===== config.mk =====
export PLATFORM = sky130hd
export DESIGN_NAME = format_string_number_formatter_top
export DESIGN_NICKNAME = d
export VERILOG_FILES = /design/src/design/fsnf_pkg.sv /design/src/design/fsnf_conv.sv /design/src/design/format_string_number_formatter_top.sv
export SDC_FILE = /design/constraint.sdc
export NUM_CORES = 1
export LEC_CHECK = 0
export BUFFER_PORTS_ARGS = -buffer_cell sky130_fd_sc_hd__buf_2
export CAP_MARGIN = 20
export CELL_PAD_IN_SITES_DETAIL_PLACEMENT = 1
export CELL_PAD_IN_SITES_GLOBAL_PLACEMENT = 1
export CORE_UTILIZATION = 25
export DETAILED_ROUTE_END_ITERATION = 10
export GPL_TIMING_DRIVEN = 0
export HOLD_SLACK_MARGIN = 0.12
export PLACE_DENSITY = 0.56
export RECOVER_POWER = 100
export SETUP_SLACK_MARGIN = 0.02
export SLEW_MARGIN = 20
export SYNTH_ARGS = -nofsm -noshare
export SYNTH_HDL_FRONTEND = slang
export SYNTH_SLANG_ARGS = --single-unit

===== constraint.sdc =====
create_clock -name clk -period 19.3 [get_ports clk]
set_input_delay 0.965 -clock clk [delete_from_list [all_inputs] [get_ports clk]]
set_output_delay 0.965 -clock clk [all_outputs]
set_load 0.005 [all_outputs]

===== src/design/fsnf_pkg.sv =====
// Shared types, character codes and digit tables for the integer formatter.
// Used by fsnf_conv and format_string_number_formatter_top; depends on nothing.
package fsnf_pkg;

  // Argument width and the width of a narrow (non-'l') argument.
  localparam int ARG_W    = 64;
  localparam int NARROW_W = 32;
  // Bit counter width for the serial binary-to-decimal pass (holds ARG_W).
  localparam int BITS_W   = 7;
  localparam int COUNT_W  = 32;

  // Format string character codes.
  localparam logic [7:0] CH_NUL   = 8'h00;
  localparam logic [7:0] CH_PCT   = 8'h25;
  localparam logic [7:0] CH_MINUS = 8'h2D;
  localparam logic [7:0] CH_L     = 8'h6C;
  localparam logic [7:0] CH_D     = 8'h64;
  localparam logic [7:0] CH_I     = 8'h69;
  localparam logic [7:0] CH_U     = 8'h75;
  localparam logic [7:0] CH_X_LO  = 8'h78;
  localparam logic [7:0] CH_X_UP  = 8'h58;

  // Digit to character tables.
  localparam logic [7:0] HEX_LOWER [16] = '{
    8'h30, 8'h31, 8'h32, 8'h33, 8'h34, 8'h35, 8'h36, 8'h37,
    8'h38, 8'h39, 8'h61, 8'h62, 8'h63, 8'h64, 8'h65, 8'h66
  };
  localparam logic [7:0] HEX_UPPER [16] = '{
    8'h30, 8'h31, 8'h32, 8'h33, 8'h34, 8'h35, 8'h36, 8'h37,
    8'h38, 8'h39, 8'h41, 8'h42, 8'h43, 8'h44, 8'h45, 8'h46
  };

  // Converter sequencer states.
  typedef enum logic [1:0] {
    CV_IDLE,
    CV_DABBLE,
    CV_STRIP,
    CV_EMIT
  } conv_state_t;

  // Top level control states.
  typedef enum logic {
    T_IDLE,
    T_DIGITS
  } top_state_t;

  // Command from the control to the converter.
  typedef struct packed {
    logic             start;
    logic             hex;
    logic             wide;
    logic [ARG_W-1:0] value;
  } conv_cmd_t;

  // Digit stream from the converter, most significant digit first.
  typedef struct packed {
    logic       valid;
    logic [3:0] digit;
    logic       last;
  } conv_dig_t;

  // Maps one digit to its character in the selected case.
  function automatic logic [7:0] digit_char(input logic [3:0] d, input logic upper);
    digit_char = upper ? HEX_UPPER[d] : HEX_LOWER[d];
  endfunction

endpackage


===== src/design/fsnf_conv.sv =====
// Digit-serial number converter: bit-serial binary to BCD (shift and add 3),
// leading zero strip and a digit stream out, most significant first.
// Depends on fsnf_pkg.
module fsnf_conv #(
  parameter int MAX_DIGITS = 20
) (
  input  logic                clk,
  input  logic                rst_n,
  input  fsnf_pkg::conv_cmd_t cmd,
  input  logic                dig_take,
  output fsnf_pkg::conv_dig_t dig
);

  localparam int BCD_W = 4 * MAX_DIGITS;
  localparam int CNT_W = $clog2(MAX_DIGITS + 1);

  fsnf_pkg::conv_state_t               state_r, state_nxt;
  logic [fsnf_pkg::ARG_W-1:0]          bin_r, bin_nxt;
  logic [fsnf_pkg::BITS_W-1:0]         bits_r, bits_nxt;
  logic [BCD_W-1:0]                    bcd_r, bcd_nxt;
  logic [BCD_W-1:0]                    bcd_adj;
  logic [CNT_W-1:0]                    ndig_r, ndig_nxt;
  logic [3:0]                          top_digit;

  assign top_digit = bcd_r[BCD_W-1 -: 4];

  // Add 3 to every digit of 5 or more before the next shift.
  always_comb begin
    for (int i = 0; i < MAX_DIGITS; i++) begin
      bcd_adj[4*i +: 4] = (bcd_r[4*i +: 4] >= 4'd5) ? bcd_r[4*i +: 4] + 4'd3
                                                    : bcd_r[4*i +: 4];
    end
  end

  // State register and datapath registers.
  always_ff @(posedge clk) begin
    if (!rst_n) begin
      state_r <= fsnf_pkg::CV_IDLE;
    end else begin
      state_r <= state_nxt;
    end
    bin_r  <= bin_nxt;
    bits_r <= bits_nxt;
    bcd_r  <= bcd_nxt;
    ndig_r <= ndig_nxt;
  end

  // Sequencer: load, shift in one bit per cycle, strip zeros, emit digits.
  always_comb begin
    state_nxt = state_r;
    bin_nxt   = bin_r;
    bits_nxt  = bits_r;
    bcd_nxt   = bcd_r;
    ndig_nxt  = ndig_r;
    unique case (state_r)
      fsnf_pkg::CV_IDLE: begin
        if (cmd.start) begin
          bcd_nxt = '0;
          if (cmd.hex) begin
            bcd_nxt[fsnf_pkg::ARG_W-1:0] = cmd.value;
            ndig_nxt  = CNT_W'(MAX_DIGITS);
            state_nxt = fsnf_pkg::CV_STRIP;
          end else begin
            if (cmd.wide) begin
              bin_nxt  = cmd.value;
              bits_nxt = fsnf_pkg::BITS_W'(fsnf_pkg::ARG_W);
            end else begin
              bin_nxt  = {cmd.value[fsnf_pkg::NARROW_W-1:0],
                          {(fsnf_pkg::ARG_W - fsnf_pkg::NARROW_W){1'b0}}};
              bits_nxt = fsnf_pkg::BITS_W'(fsnf_pkg::NARROW_W);
            end
            state_nxt = fsnf_pkg::CV_DABBLE;
          end
        end
      end
      fsnf_pkg::CV_DABBLE: begin
        bcd_nxt  = {bcd_adj[BCD_W-2:0], bin_r[fsnf_pkg::ARG_W-1]};
        bin_nxt  = {bin_r[fsnf_pkg::ARG_W-2:0], 1'b0};
        bits_nxt = bits_r - 1'b1;
        if (bits_r == fsnf_pkg::BITS_W'(1)) begin
          ndig_nxt  = CNT_W'(MAX_DIGITS);
          state_nxt = fsnf_pkg::CV_STRIP;
        end
      end
      fsnf_pkg::CV_STRIP: begin
        // Drop one leading zero a cycle, always keeping the last digit.
        if (top_digit == 4'd0 && ndig_r != CNT_W'(1)) begin
          bcd_nxt  = {bcd_r[BCD_W-5:0], 4'h0};
          ndig_nxt = ndig_r - 1'b1;
        end else begin
          state_nxt = fsnf_pkg::CV_EMIT;
        end
      end
      fsnf_pkg::CV_EMIT: begin
        if (dig_take) begin
          bcd_nxt  = {bcd_r[BCD_W-5:0], 4'h0};
          ndig_nxt = ndig_r - 1'b1;
          if (ndig_r == CNT_W'(1)) begin
            state_nxt = fsnf_pkg::CV_IDLE;
          end
        end
      end
      default: state_nxt = fsnf_pkg::CV_IDLE;
    endcase
  end

  // Digit stream towards the control.
  assign dig.valid = (state_r == fsnf_pkg::CV_EMIT);
  assign dig.digit = top_digit;
  assign dig.last  = (ndig_r == CNT_W'(1));

endmodule


===== src/design/format_string_number_formatter_top.sv =====
// Top level of the integer printf-subset formatter: format byte decode,
// character count, result register. Depends on fsnf_pkg and fsnf_conv.
//
// Channel | Direction | Payload
// in_     | input     | in_fmt_byte[7:0], in_arg_value[63:0]
// out_    | output    | out_char[7:0], out_last_of_run, out_is_end, out_char_count[31:0]
//
// Plain bytes, '%', 'l', unknown conversions and NUL are handled directly in the idle state.
// A decimal conversion runs the bit-serial BCD pass over 32 (narrow) or 64 (wide) bits,
// then strips leading zeros, always keeping the last digit, and then sends its digits.
// A hex conversion skips the BCD pass: it strips leading zeros the same way and sends its digits.
// Reset is synchronous; a stalled out_ready holds the result and pauses digits.
module format_string_number_formatter_top #(
  parameter int MAX_DIGITS = 20
) (
  input  logic        clk,
  input  logic        rst_n,
  input  logic        in_valid,
  output logic        in_ready,
  input  logic [7:0]  in_fmt_byte,
  input  logic [63:0] in_arg_value,
  output logic        out_valid,
  input  logic        out_ready,
  output logic [7:0]  out_char,
  output logic        out_last_of_run,
  output logic        out_is_end,
  output logic [31:0] out_char_count
);

  fsnf_pkg::top_state_t          state_r, state_nxt;
  logic                          in_conv_r, in_conv_nxt;
  logic                          wide_r, wide_nxt;
  logic                          upper_r, upper_nxt;
  logic [fsnf_pkg::COUNT_W-1:0]  count_r, count_nxt, count_inc;

  logic                          out_valid_r, out_valid_nxt;
  logic [7:0]                    out_char_r, out_char_nxt;
  logic                          out_last_r, out_last_nxt;
  logic                          out_end_r, out_end_nxt;
  logic [fsnf_pkg::COUNT_W-1:0]  out_count_r, out_count_nxt;

  logic                          out_free;
  logic                          accept;
  logic [fsnf_pkg::ARG_W-1:0]    sval;
  logic [fsnf_pkg::ARG_W-1:0]    mag;
  logic                          neg;

  fsnf_pkg::conv_cmd_t           cmd;
  fsnf_pkg::conv_dig_t           dig;
  logic                          dig_take;

  fsnf_conv #(
    .MAX_DIGITS (MAX_DIGITS)
  ) u_conv (
    .clk      (clk),
    .rst_n    (rst_n),
    .cmd      (cmd),
    .dig_take (dig_take),
    .dig      (dig)
  );

  // Handshake and helper values.
  assign out_free  = !out_valid_r || out_ready;
  assign in_ready  = (state_r == fsnf_pkg::T_IDLE) && out_free;
  assign accept    = in_valid && in_ready;
  assign count_inc = (count_r == '1) ? count_r : count_r + 1'b1;

  // Signed argument: narrow values are sign-extended from bit 31.
  assign sval = wide_r ? in_arg_value
                       : {{(fsnf_pkg::ARG_W - fsnf_pkg::NARROW_W){in_arg_value[31]}},
                          in_arg_value[fsnf_pkg::NARROW_W-1:0]};
  assign neg  = sval[fsnf_pkg::ARG_W-1];
  assign mag  = neg ? (fsnf_pkg::ARG_W'(0) - sval) : sval;

  // Control and result registers.
  always_ff @(posedge clk) begin
    if (!rst_n) begin
      state_r     <= fsnf_pkg::T_IDLE;
      in_conv_r   <= 1'b0;
      wide_r      <= 1'b0;
      count_r     <= '0;
      out_valid_r <= 1'b0;
    end else begin
      state_r     <= state_nxt;
      in_conv_r   <= in_conv_nxt;
      wide_r      <= wide_nxt;
      count_r     <= count_nxt;
      out_valid_r <= out_valid_nxt;
    end
    upper_r     <= upper_nxt;
    out_char_r  <= out_char_nxt;
    out_last_r  <= out_last_nxt;
    out_end_r   <= out_end_nxt;
    out_count_r <= out_count_nxt;
  end

  // Format byte decode, digit forwarding and result register loading.
  always_comb begin
    state_nxt     = state_r;
    in_conv_nxt   = in_conv_r;
    wide_nxt      = wide_r;
    upper_nxt     = upper_r;
    count_nxt     = count_r;
    out_valid_nxt = out_ready ? 1'b0 : out_valid_r;
    out_char_nxt  = out_char_r;
    out_last_nxt  = out_last_r;
    out_end_nxt   = out_end_r;
    out_count_nxt = out_count_r;
    cmd.start     = 1'b0;
    cmd.hex       = 1'b0;
    cmd.wide      = wide_r;
    cmd.value     = in_arg_value;
    dig_take      = 1'b0;

    unique case (state_r)
      fsnf_pkg::T_IDLE: begin
        if (accept) begin
          if (in_fmt_byte == fsnf_pkg::CH_NUL) begin
            // End of format: report the total and return to reset state.
            out_valid_nxt = 1'b1;
            out_char_nxt  = fsnf_pkg::CH_NUL;
            out_last_nxt  = 1'b1;
            out_end_nxt   = 1'b1;
            out_count_nxt = count_r;
            count_nxt     = '0;
            in_conv_nxt   = 1'b0;
            wide_nxt      = 1'b0;
          end else if (!in_conv_r) begin
            if (in_fmt_byte == fsnf_pkg::CH_PCT) begin
              in_conv_nxt = 1'b1;
              wide_nxt    = 1'b0;
            end else begin
              out_valid_nxt = 1'b1;
              out_char_nxt  = in_fmt_byte;
              out_last_nxt  = 1'b1;
              out_end_nxt   = 1'b0;
              out_count_nxt = count_inc;
              count_nxt     = count_inc;
            end
          end else if (in_fmt_byte == fsnf_pkg::CH_L) begin
            wide_nxt = 1'b1;
          end else begin
            in_conv_nxt = 1'b0;
            wide_nxt    = 1'b0;
            unique case (in_fmt_byte) inside
              fsnf_pkg::CH_PCT: begin
                out_valid_nxt = 1'b1;
                out_char_nxt  = fsnf_pkg::CH_PCT;
                out_last_nxt  = 1'b1;
                out_end_nxt   = 1'b0;
                out_count_nxt = count_inc;
                count_nxt     = count_inc;
              end
              fsnf_pkg::CH_D, fsnf_pkg::CH_I: begin
                // A negative value sends its minus sign ahead of the digits.
                if (neg) begin
                  out_valid_nxt = 1'b1;
                  out_char_nxt  = fsnf_pkg::CH_MINUS;
                  out_last_nxt  = 1'b0;
                  out_end_nxt   = 1'b0;
                  out_count_nxt = count_inc;
                  count_nxt     = count_inc;
                end
                cmd.start = 1'b1;
                cmd.value = mag;
                upper_nxt = 1'b0;
                state_nxt = fsnf_pkg::T_DIGITS;
              end
              fsnf_pkg::CH_U: begin
                cmd.start = 1'b1;
                upper_nxt = 1'b0;
                state_nxt = fsnf_pkg::T_DIGITS;
              end
              fsnf_pkg::CH_X_LO, fsnf_pkg::CH_X_UP: begin
                cmd.start = 1'b1;
                cmd.hex   = 1'b1;
                if (!wide_r) begin
                  cmd.value = {{(fsnf_pkg::ARG_W - fsnf_pkg::NARROW_W){1'b0}},
                               in_arg_value[fsnf_pkg::NARROW_W-1:0]};
                end
                upper_nxt = (in_fmt_byte == fsnf_pkg::CH_X_UP);
                state_nxt = fsnf_pkg::T_DIGITS;
              end
              default: begin
                // Unknown conversion: nothing is emitted.
              end
            endcase
          end
        end
      end
      fsnf_pkg::T_DIGITS: begin
        // Move one digit into the result register whenever it is free.
        if (dig.valid && out_free) begin
          dig_take      = 1'b1;
          out_valid_nxt = 1'b1;
          out_char_nxt  = fsnf_pkg::digit_char(dig.digit, upper_r);
          out_last_nxt  = dig.last;
          out_end_nxt   = 1'b0;
          out_count_nxt = count_inc;
          count_nxt     = count_inc;
          if (dig.last) begin
            state_nxt = fsnf_pkg::T_IDLE;
          end
        end
      end
      default: state_nxt = fsnf_pkg::T_IDLE;
    endcase
  end

  // Result channel outputs.
  assign out_valid       = out_valid_r;
  assign out_char        = out_char_r;
  assign out_last_of_run = out_last_r;
  assign out_is_end      = out_end_r;
  assign out_char_count  = out_count_r;

endmodule

==> Word-level counts from Yosys, hierarchy flattened <==
Memories as Yosys holds them, arrays and structs flattened.
Index checks and enable logic that the tools add are counted.
{ "totals": {"ff_bits": 237, "rom_bits": 256, "inputBits": 76, "out_inout_bits": 44, "word_cells": 251, "mem_count": 2} }
{ "classes": {"addsub": 24, "order_cmp": 21, "eq_ne": 28, "mux": 133, "bitwise": 4, "reduce_logical": 24} }
{ "memory_table": {"columns": ["name", "words", "word_bits", "rd", "rd_ports_with_merged_regs", "wr", "line", "rtl"], "rows": [
  ["(no name shown)", 16, 8, 1, 0, 0, "fsnf_pkg.sv:64", "digit_char = upper ? HEX_UPPER[d] : HEX_LOWER[d];"],
  ["(no name shown)", 16, 8, 1, 0, 0, "fsnf_pkg.sv:64", null]
]} }
{ "op_table": {"columns": ["operator", "n"], "rows": [
  ["$mux W64", 12],
  ["$mux W32", 10],
  ["$pmux W80 S4", 1],
  ["$pmux W64 S2", 2],
  ["$mux W80", 3],
  ["$pmux W32 S2", 3],
  ["$mux W8", 12],
  ["$ge A4 B3 Y1 const B", 20],
  ["$add A4 B2 Y4 const B", 19],
  ["$mux W4", 19],
  ["$sub A1 B64 Y64 const A", 1],
  ["$eq A8 B7 Y1 const B", 6],
  ["$mux W1", 38],
  ["$add A32 B1 Y32 const B", 1],
  ["$eq A32 B32 Y1 const B", 1],
  ["$pmux W8 S2", 2],
  ["$mux W5", 5],
  ["$mux W2", 11],
  ["$mux W7", 3],
  ["$pmux W5 S4", 1],
  ["$pmux W1 S2", 8],
  ["$pmux W7 S2", 1],
  ["$ne A2 B2 Y1 const B", 6],
  ["$reduce_and A6 Y1", 2],
  ["other kinds (32)", 47]
]} }

==> Logic depth before layout (Yosys ltp) <==
Gate-level depths: netlist of run 1.
{ "logic_depth": {"depth_word": 13, "ltp_mapped": 11, "depth_no_buf": 9} }

==> By module <==
A second synthesis of run 1 with hierarchy kept.
{ "unflattened": {"cells_unflattened": 1701, "area_unflattened_um2": 15822.7} }
{ "modules_own_cells": {"columns": ["module", "n_inst", "cells_each", "area_per_inst_um2", "seq_area_each_um2"], "rows": [
  ["fsnf_conv", 1, 868, 9342.7, 4724.5],
  ["format_string_number_formatter_top", 1, 833, 6480.0, 2011.9]
]} }

==> Worst setup path before layout of run 1 <==
OpenSTA, ideal clock, no wires.
{ "synth_timing": {"path_type": "input-to-reg", "startpoint": "input port in_fmt_byte[6]", "endpoint": "register u_conv.ndig_r[0], enable pin", "setup_ns": 0.328, "arrival_time_ns": 9.084, "required_time_ns": 18.972, "slack_ns": 9.888, "stages": 8, "cell_sequence": "buf_2 nor4b_2 and3b_1 o21ai_0 a21boi_0 o21ai_0 a221oi_1 and3_1"} }
{ "synth_via": {"elab_chain_len": 10, "word_cells_on_any_way": 19} }
{ "synth_rtl": {"columns": ["item", "line", "rtl"], "rows": [
  ["start, declared", "format_string_number_formatter_top.sv:20", "input logic [7:0] in_fmt_byte,"],
  ["$eq A8 B7 Y1 (no source line)", null, null],
  ["$reduce_or A5 Y1 (no source line) or $reduce_or A2 Y1 (tied branches)", null, null],
  ["$mux W1", "format_string_number_formatter_top.sv:145", "unique case (in_fmt_byte) inside"],
  ["$mux W2", "format_string_number_formatter_top.sv:140", "end else if (in_fmt_byte == fsnf_pkg::CH_L) begin"],
  ["$mux W2", "format_string_number_formatter_top.sv:128", "end else if (!in_conv_r) begin"],
  ["$mux W2 *", "format_string_number_formatter_top.sv:118", "if (in_fmt_byte == fsnf_pkg::CH_NUL) begin"],
  ["$mux W2 *", "format_string_number_formatter_top.sv:117", "if (accept) begin"],
  ["$mux W2 *", "format_string_number_formatter_top.sv:115", "unique case (state_r)"],
  ["$ne A2 B2 Y1 (no source line)", null, null],
  ["$reduce_and A5 Y1 (no source line) *", null, null],
  ["end signal, assigned", "fsnf_conv.sv:45", "ndig_r <= ndig_nxt;"],
  ["end, declared", "fsnf_conv.sv:22", "logic [CNT_W-1:0] ndig_r, ndig_nxt;"]
]} }
Mark *: on every way between the ends. The rest lies on a longest branch, timed or not.
A chain may end at the register's enable or synchronous reset.

==> Worst setup path in the final report of run 1 <==
{ "layout_timing": {"startpoint": "input port in_fmt_byte[6]", "endpoint": "register u_conv.bcd_r[19], enable pin"} }
{ "layout_via": {"elab_chain_len": 10, "word_cells_on_any_way": 16} }
{ "layout_rtl": {"columns": ["item", "line", "rtl"], "rows": [
  ["$eq A8 B7 Y1 (no source line)", null, null],
  ["$reduce_or A5 Y1 (no source line)", null, null],
  ["$mux W1", "format_string_number_formatter_top.sv:145", null],
  ["$mux W2", "format_string_number_formatter_top.sv:140", null],
  ["$mux W2", "format_string_number_formatter_top.sv:128", null],
  ["$mux W2 *", "format_string_number_formatter_top.sv:118", null],
  ["$mux W2 *", "format_string_number_formatter_top.sv:117", null],
  ["$mux W2 *", "format_string_number_formatter_top.sv:115", null],
  ["$ne A2 B2 Y1 (no source line) *", null, null],
  ["$reduce_and A3 Y1 (no source line) *", null, null],
  ["end signal, assigned", "fsnf_conv.sv:44", "bcd_r <= bcd_nxt;"],
  ["end, declared", "fsnf_conv.sv:20", "logic [BCD_W-1:0] bcd_r, bcd_nxt;"]
]} }
Marked as above.

==> results.sh, run 1 <==
export IMPL_status="complete, but fails checks"
export IMPL_violations="capacitance limit, slew limit"
export IMPL_max_cap_viol_count=3
export IMPL_setup_violations_final=0
export IMPL_finClkSkew_ns=0.0274
export IMPL_fmax_ghz=0.149
export IMPL_critPathBufInv=5
export IMPL_crit_arrival_ns=6.92
export IMPL_coreArea_um2=60600
export IMPL_cp_end_kind="flip-flop"
export IMPL_viasPerCell=5.34
export IMPL_grt_pass1_vias=14530
export IMPL_num_antenna_cells=0
export IMPL_die_area_um2=62500
export IMPL_mostFrequentLayoutCells="nand2_1, edfxtp_1, o21ai_0"
export IMPL_first_pass_iters=5
export IMPL_cts_resized=0
export IMPL_power_mw=1.18
export IMPL_vias=14252
export IMPL_tns_ns=0
export IMPL_ys_flop_type="edfxtp_1"
export IMPL_grt_first_pass_wirelength_um=92400
export IMPL_r2r_start="in_conv_r"
export IMPL_cpMostUsedCell="clkbuf_1"
export IMPL_start_util=0.254
export IMPL_drive_gt1_frac=0.0949
export IMPL_rr_endpoint="u_conv.bcd_r[19]"
export IMPL_die_w_um=250
export IMPL_whs_ns=0.509
export IMPL_grt_overflow=0
export IMPL_startpoint_type="input port"
export IMPL_cp_depth=11
export IMPL_clk_pin_slew_ns=0.06
export IMPL_slew_limit_headroom=-0.272
export IMPL_clock_sinks=237
export IMPL_reg2reg_slack_ns=13.44
export IMPL_power_density_nw_per_um2=66.2
export IMPL_fin_nets=1992
export IMPL_netlist_area_um2=15400
export IMPL_num_rows=90
export IMPL_wire_per_inst_um=23.0
export IMPL_worstPathRequired_ns=19.50
export IMPL_synth_compound_area_frac=0.213
export IMPL_cts_max_path_buffers=3
export IMPL_grt_busiest_layer="met2"
export IMPL_synth_top_family_by_area="compound AO/OA/AOI/OAI gates"
export IMPL_track_usage=0.192
export IMPL_grt_use_met2=0.323
export IMPL_synthDistinctLibCells=90
export IMPL_drc_errors=0
export IMPL_syn_inst=1707
export IMPL_rsz0062_at_grt="false"
export IMPL_ir_drop_mv=0.0690
export IMPL_synthAdderAreaFrac=0.0423
export IMPL_ios=120
export IMPL_synth_xor_area_frac=0.0592
export IMPL_holdBufCountCts=0
export IMPL_clkLatencyLatePin_ns=0.58
export IMPL_crit_end="u_conv.bcd_r[19]"
export IMPL_min_period_over_period=0.348
export IMPL_fin_util=0.295
export IMPL_h_tree_depth=1
export IMPL_ys_seq_area_frac=0.438
export IMPL_cp_cell_sequence="clkbuf_1 > nor4b_1 > and3b_1 > o21ai_0 > a21boi_0 > o21ai_0 > a221oi_1 > clkbuf_1 > clkbuf_1 > clkbuf_1 > clkbuf_1"
export IMPL_mostFrequentLayoutCell="nand2_1"
export IMPL_syn_nets=1835
export IMPL_async_flop_share=0
export IMPL_synth_simple_area_share=0.195
export IMPL_cts_setup_buffers=0
export IMPL_synth_edff_count=199
export IMPL_numCtsBuffers=29
export IMPL_reg2regPathDepth=9
export IMPL_drt_wl_total_um=61300
export IMPL_holdCritPathClass="reg2reg"
export IMPL_tightest_slew_ns=1.91
export IMPL_ant_nets=0
export IMPL_hold_viol_final=0
export IMPL_root_buffer="clkbuf_16"
export IMPL_ys_warn_count=0
export IMPL_crit_start="in_fmt_byte[6]"
export IMPL_gp_congestion=0.934
export IMPL_period_needed_ns=6.71
export IMPL_die_h_um=250
export IMPL_worst_path_largest_cell_delay_ns=1.24
export IMPL_path_max_fanout=14
export IMPL_dpl_hpwl_um=46600
export IMPL_crit_type="in2reg"
export IMPL_crit_slowest_cell="nor4b_1"
export IMPL_antenna_found_initial=6
export IMPL_critPathTopFamily="buffers and inverters"
export IMPL_grt_max_degree=36
export IMPL_grtUsageMet3=0.0205
export IMPL_p_leak_nw=6.06
export IMPL_io_buffers=115
export IMPL_syn_area_per_cell_um2=9.01
export IMPL_final_max_slew_viol_count=52
export IMPL_synth_mux_area_frac=0.0117
export IMPL_synthToLayoutAreaGrowth_pct=16.3
export IMPL_synth_seq_cells=237
export IMPL_drt_iter0_markers=1134
export IMPL_cts_tree="yes"
export IMPL_grt_use_met1=0.261
[power by group]
part           internal, mW  total [mW]  switching [mW]
Combinational        0.0202      0.0714          0.0512
Sequential            0.554       0.556         0.00167
Clock                 0.322       0.556           0.235
[metrics by stage]
stage,cells,instance area (um2),setup WS (ns)
6_report,2669,17900,12.59
2_1_floorplan,1707,15400,9.89
3_5_place_dp,2615,17100,14.26
4_1_cts,2669,18100,14.85
3_3_place_gp,2604,16900,5.56
5_1_grt,2669,17900,11.93
[worst min path at each step]
stage	from	to	slack [ns]	depth (start not counted)
finish	count_r[22]	count_r[22]	0.51	2
global route	u_conv.state_r[1]	u_conv.state_r[1]	0.53	2
detailed placement	count_r[23]	count_r[23]	0.50	2
floorplan	count_r[16]	count_r[16]	0.46	2
global placement	count_r[16]	count_r[16]	0.48	2
CTS	count_r[22]	count_r[22]	0.51	2
[worst register-to-register path: stages, from the launching register on]
cell,delay (ns)
dfxtp_1,0.31
clkbuf_1,0.36
nand3_1,0.43
nor2_1,0.42
o21ai_0,0.35
a221oi_1,1.07
clkbuf_1,0.54
clkbuf_1,0.66
clkbuf_1,0.68
clkbuf_1,0.68
[cell families after synthesis]
kind of cell | after synthesis
AND/OR/NAND/NOR | 595
AO/OA/AOI/OAI | 540
flip-flops | 237
buffers and inverters | 162
XOR/XNOR | 104
adder cells (fa/ha/maj) | 52
multiplexers | 17
[Yosys cell counts (all sizes together) (8+ instances only)]
library cell | instances | area [um2]
or4 | 22 | 173
mux2 | 8 | 90.1
o211ai | 9 | 72.6
xor2 | 48 | 420
nand2b | 29 | 181
clkbuf | 73 | 274
buf | 22 | 101
a21oi | 160 | 801
edfxtp | 199 | 5980
xnor2 | 56 | 490
nor3b | 23 | 173
dfxtp | 38 | 761
mux2i | 9 | 90.1
o221ai | 9 | 78.8
o41ai | 9 | 78.8
and3 | 15 | 93.8
nor3 | 27 | 156
o31ai | 27 | 221
nor2b | 9 | 56.3
nand2 | 216 | 813
a22oi | 38 | 285
or3 | 18 | 113
o21ai | 200 | 1000
nor4 | 17 | 128
inv | 67 | 251
nand4 | 16 | 106
ha | 52 | 651
nand3b | 8 | 60.1
nor2 | 126 | 473
nand3 | 34 | 170
a31oi | 19 | 119
[flip-flops by register name, summed over array words and instances, names as in the netlist, 2 cells and up]
register        cells
u_conv.bcd_r       80
out_char            8
out_char_count     32
u_conv.state_r      2
u_conv.bits_r       7
u_conv.bin_r       64
u_conv.ndig_r       5
count_r            32
[layer usage]
layer | routed length, um | vias to the layer above
li1 | - | 6614
met1 | 27900 | 7181
met2 | 29100 | 379
met3 | 2800 | 74
met4 | 1450 | 4
met5 | 16 | -
[area by class of cell]
| type | count | area [um2] |
|---|---|---|
| buffer | 95 | 367 |
| clock buffer | 35 | 801 |
| clock inverter | 19 | 153 |
| fill | 7142 | 42700 |
| inverter | 67 | 251 |
| multi-input combinational | 1308 | 7990 |
| sequential | 237 | 6740 |
| tap | 782 | 978 |
| timing repair buffer | 126 | 593 |
No activity file was read; power rests on OpenSTA's default activity.
==> run 2: changes to the inputs <==
clock period = 7 ns   (was 19.3 ns; I/O delays follow)
==> run 2 against run 1 <==
Global-route usage increased by 0.33 points. Die area is the same. Clock-buffer cell count is 2 higher. First-iteration DRC count down 13%. Critical path type is now reg2reg. Clock skew shrank 0.013 ns. The flow still finishes with violations (capacitance limit, slew limit). Cell area grew 0.18%. Total power increased to 2.8 times the previous value. Setup slack got worse by 11 ns. Utilization is 0.052 points higher. Critical path depth is 3 lower. Hold slack got worse by 0.36 ns. Routed wire length is 2.1% higher.
==> results.sh, run 2 (same netlist as run 1, synthesis figures left out) <==
export IMPL_status="complete, but fails checks"
export IMPL_violations="capacitance limit, slew limit"
export IMPL_first_pass_iters=7
export IMPL_fillers=7152
export IMPL_viasPerCell=5.37
export IMPL_setup_violations_final=0
export IMPL_io_buffers=115
export IMPL_crit_arrival_ns=6.06
export IMPL_p_int_mw=2.50
export IMPL_rr_endpoint="u_conv.bin_r[42]"
export IMPL_cts_tree="yes"
export IMPL_num_rows=90
export IMPL_crit_type="reg2reg"
export IMPL_worstPathRequired_ns=7.30
export IMPL_power_density_nw_per_um2=184
export IMPL_dp_cells=2617
export IMPL_clk_pin_slew_ns=0.06
export IMPL_cp_end_kind="flip-flop"
export IMPL_slew_limit_headroom=-1.03
export IMPL_track_usage=0.195
export IMPL_rsz0062_at_grt="false"
export IMPL_synthToLayoutAreaGrowth_pct=16.5
export IMPL_grt_max_degree=52
export IMPL_start_util=0.254
export IMPL_dpl_hpwl_um=47100
export IMPL_die_h_um=250
export IMPL_fmax_ghz=0.173
export IMPL_mostFrequentLayoutCell="nand2_1"
export IMPL_wire_per_inst_um=23.4
export IMPL_numCtsBuffers=30
export IMPL_p_seq_frac=0.466
export IMPL_path_max_fanout=7
export IMPL_coreArea_um2=60600
export IMPL_reg2reg_slack_ns=1.24
export IMPL_grt_pass1_vias=14573
export IMPL_hold_viol_final=0
export IMPL_cts_max_path_buffers=3
export IMPL_top_regs="u_conv.bcd_r: 80 flops, u_conv.bin_r: 64 flops"
export IMPL_hold_path_cell_count=2
export IMPL_clockPowerShare=0.474
export IMPL_crit_start="wide_r"
export IMPL_clkLatencyLatePin_ns=0.58
export IMPL_die_area_um2=62500
export IMPL_drc_errors=0
export IMPL_cts_setup_buffers=0
export IMPL_final_cells=2676
export IMPL_switching_share=0.241
export IMPL_root_buffer="clkbuf_16"
export IMPL_ir_drop_mv=0.177
export IMPL_max_cap_viol_count=2
export IMPL_p_leak_nw=6.09
export IMPL_r2r_start="wide_r"
export IMPL_finClkSkew_ns=0.0143
export IMPL_holdBufCountCts=0
export IMPL_gp_congestion=0.896
export IMPL_mostFrequentLayoutCells="nand2_1, edfxtp_1, o21ai_0"
export IMPL_ios=120
export IMPL_period_needed_ns=5.76
export IMPL_largest_register="u_conv.bcd_r"
export IMPL_netSwitchingPower_uw=794
export IMPL_drive_gt1_frac=0.0936
export IMPL_die_w_um=250
export IMPL_regArea_um2=6740
export IMPL_antenna_found_initial=10
export IMPL_tightest_slew_ns=2.97
export IMPL_vias=14372
export IMPL_holdCritPathClass="in2reg"
export IMPL_final_max_slew_viol_count=12
export IMPL_grt_first_pass_wirelength_um=93100
export IMPL_whs_ns=0.147
export IMPL_h_tree_depth=1
export IMPL_fin_nets=1996
export IMPL_clock_sinks=237
export IMPL_ant_nets=0
export IMPL_grt_overflow=0
export IMPL_largest_reg_flops=80
export IMPL_startpoint_type="flip-flop"
export IMPL_reg2regPathDepth=8
export IMPL_drt_wl_total_um=62600
export IMPL_crit_end="u_conv.bin_r[42]"
export IMPL_multiInputGateArea_um2=7980
export IMPL_cts_resized=0
export IMPL_min_period_over_period=0.823
export IMPL_comb_power_share=0.060
export IMPL_drt_iter0_markers=983
==> run 2: cell types whose count changed in the layout (fill, tap and decap cells not counted), sizes merged <==
| cell | delta |
|---|---|
| buf | -2 |
| bufinv | +1 |
| clkbuf | +7 |
| clkinv | +2 |
| clkinvlp | -2 |
| diode | +3 |
| inv | -2 |
==> run 2: worst min path at each step <==
| stage | startpoint | to | slack (ns) |
|---|---|---|---|
| floorplan | count_r[16] | count_r[16] | 0.46 |
| global placement | count_r[16] | count_r[16] | 0.48 |
| detailed placement | count_r[22] | count_r[22] | 0.49 |
| CTS | in_fmt_byte[7] | out_char[7] | 0.13 |
| global route | in_fmt_byte[4] | out_char[4] | 0.14 |
| finish | in_fmt_byte[7] | out_char[7] | 0.15 |
==> run 2: per-layer routing <==
metal | global-route usage | wire (um) | vias to the layer above
li1 | - | - | 6638
met5 | 0 | 54 | -
met1 | 0.263 | 28400 | 7227
met2 | 0.328 | 29400 | 390
met3 | 0.0251 | 3080 | 107
met4 | 0.0528 | 1680 | 10
==> run 2: cell type report <==
type | instances | area share
buffer | 95 | 0.0206
clock inverter | 18 | 0.00908
tap | 782 | 0.0546
timing repair buffer | 129 | 0.0349
sequential | 237 | 0.376
antenna | 3 | 0.000419
inverter | 67 | 0.0140
multi-input combinational | 1308 | 0.445
clock buffer | 37 | 0.0446
==> run 2: critical path, cell delays in order, from the launching register on <==
cell       delay [ns]
dfxtp_1          0.48
or4b_1           0.56
or4_1            0.42
clkbuf_1         0.30
a2111oi_0        2.43
o21ai_1          0.29
a21oi_1          0.63
nand2b_1         0.23
o221ai_1         0.13
==> run 2: per-stage QoR <==
| stage | setup slack [ns] | setup TNS, ns | utilization | power, mW | cell area, um2 |
|---|---|---|---|---|---|
| 2_1_floorplan | 1.08 | 0 | - | 1.64 | 15400 |
| 3_3_place_gp | -1.63 | -139.16 | 0.280 | 1.76 | 16900 |
| 3_5_place_dp | 2.51 | 0 | 0.284 | 1.76 | 17200 |
| 4_1_cts | 2.64 | 0 | 0.299 | 3.33 | 18100 |
| 5_1_grt | 1.27 | 0 | 0.295 | 3.38 | 17900 |
| 6_report | 1.24 | 0 | 0.296 | 3.29 | 17900 |
==> run 2: power by group through the flow <==
stage                     registers (mW)  logic, mW  clock network [mW]
after floorplan                     1.56     0.0765                   0
after global placement              1.56      0.196                   0
after detailed placement            1.56      0.198                   0
after CTS                           1.53      0.199                1.59
after global routing                1.53      0.208                1.64
final                               1.53      0.198                1.56
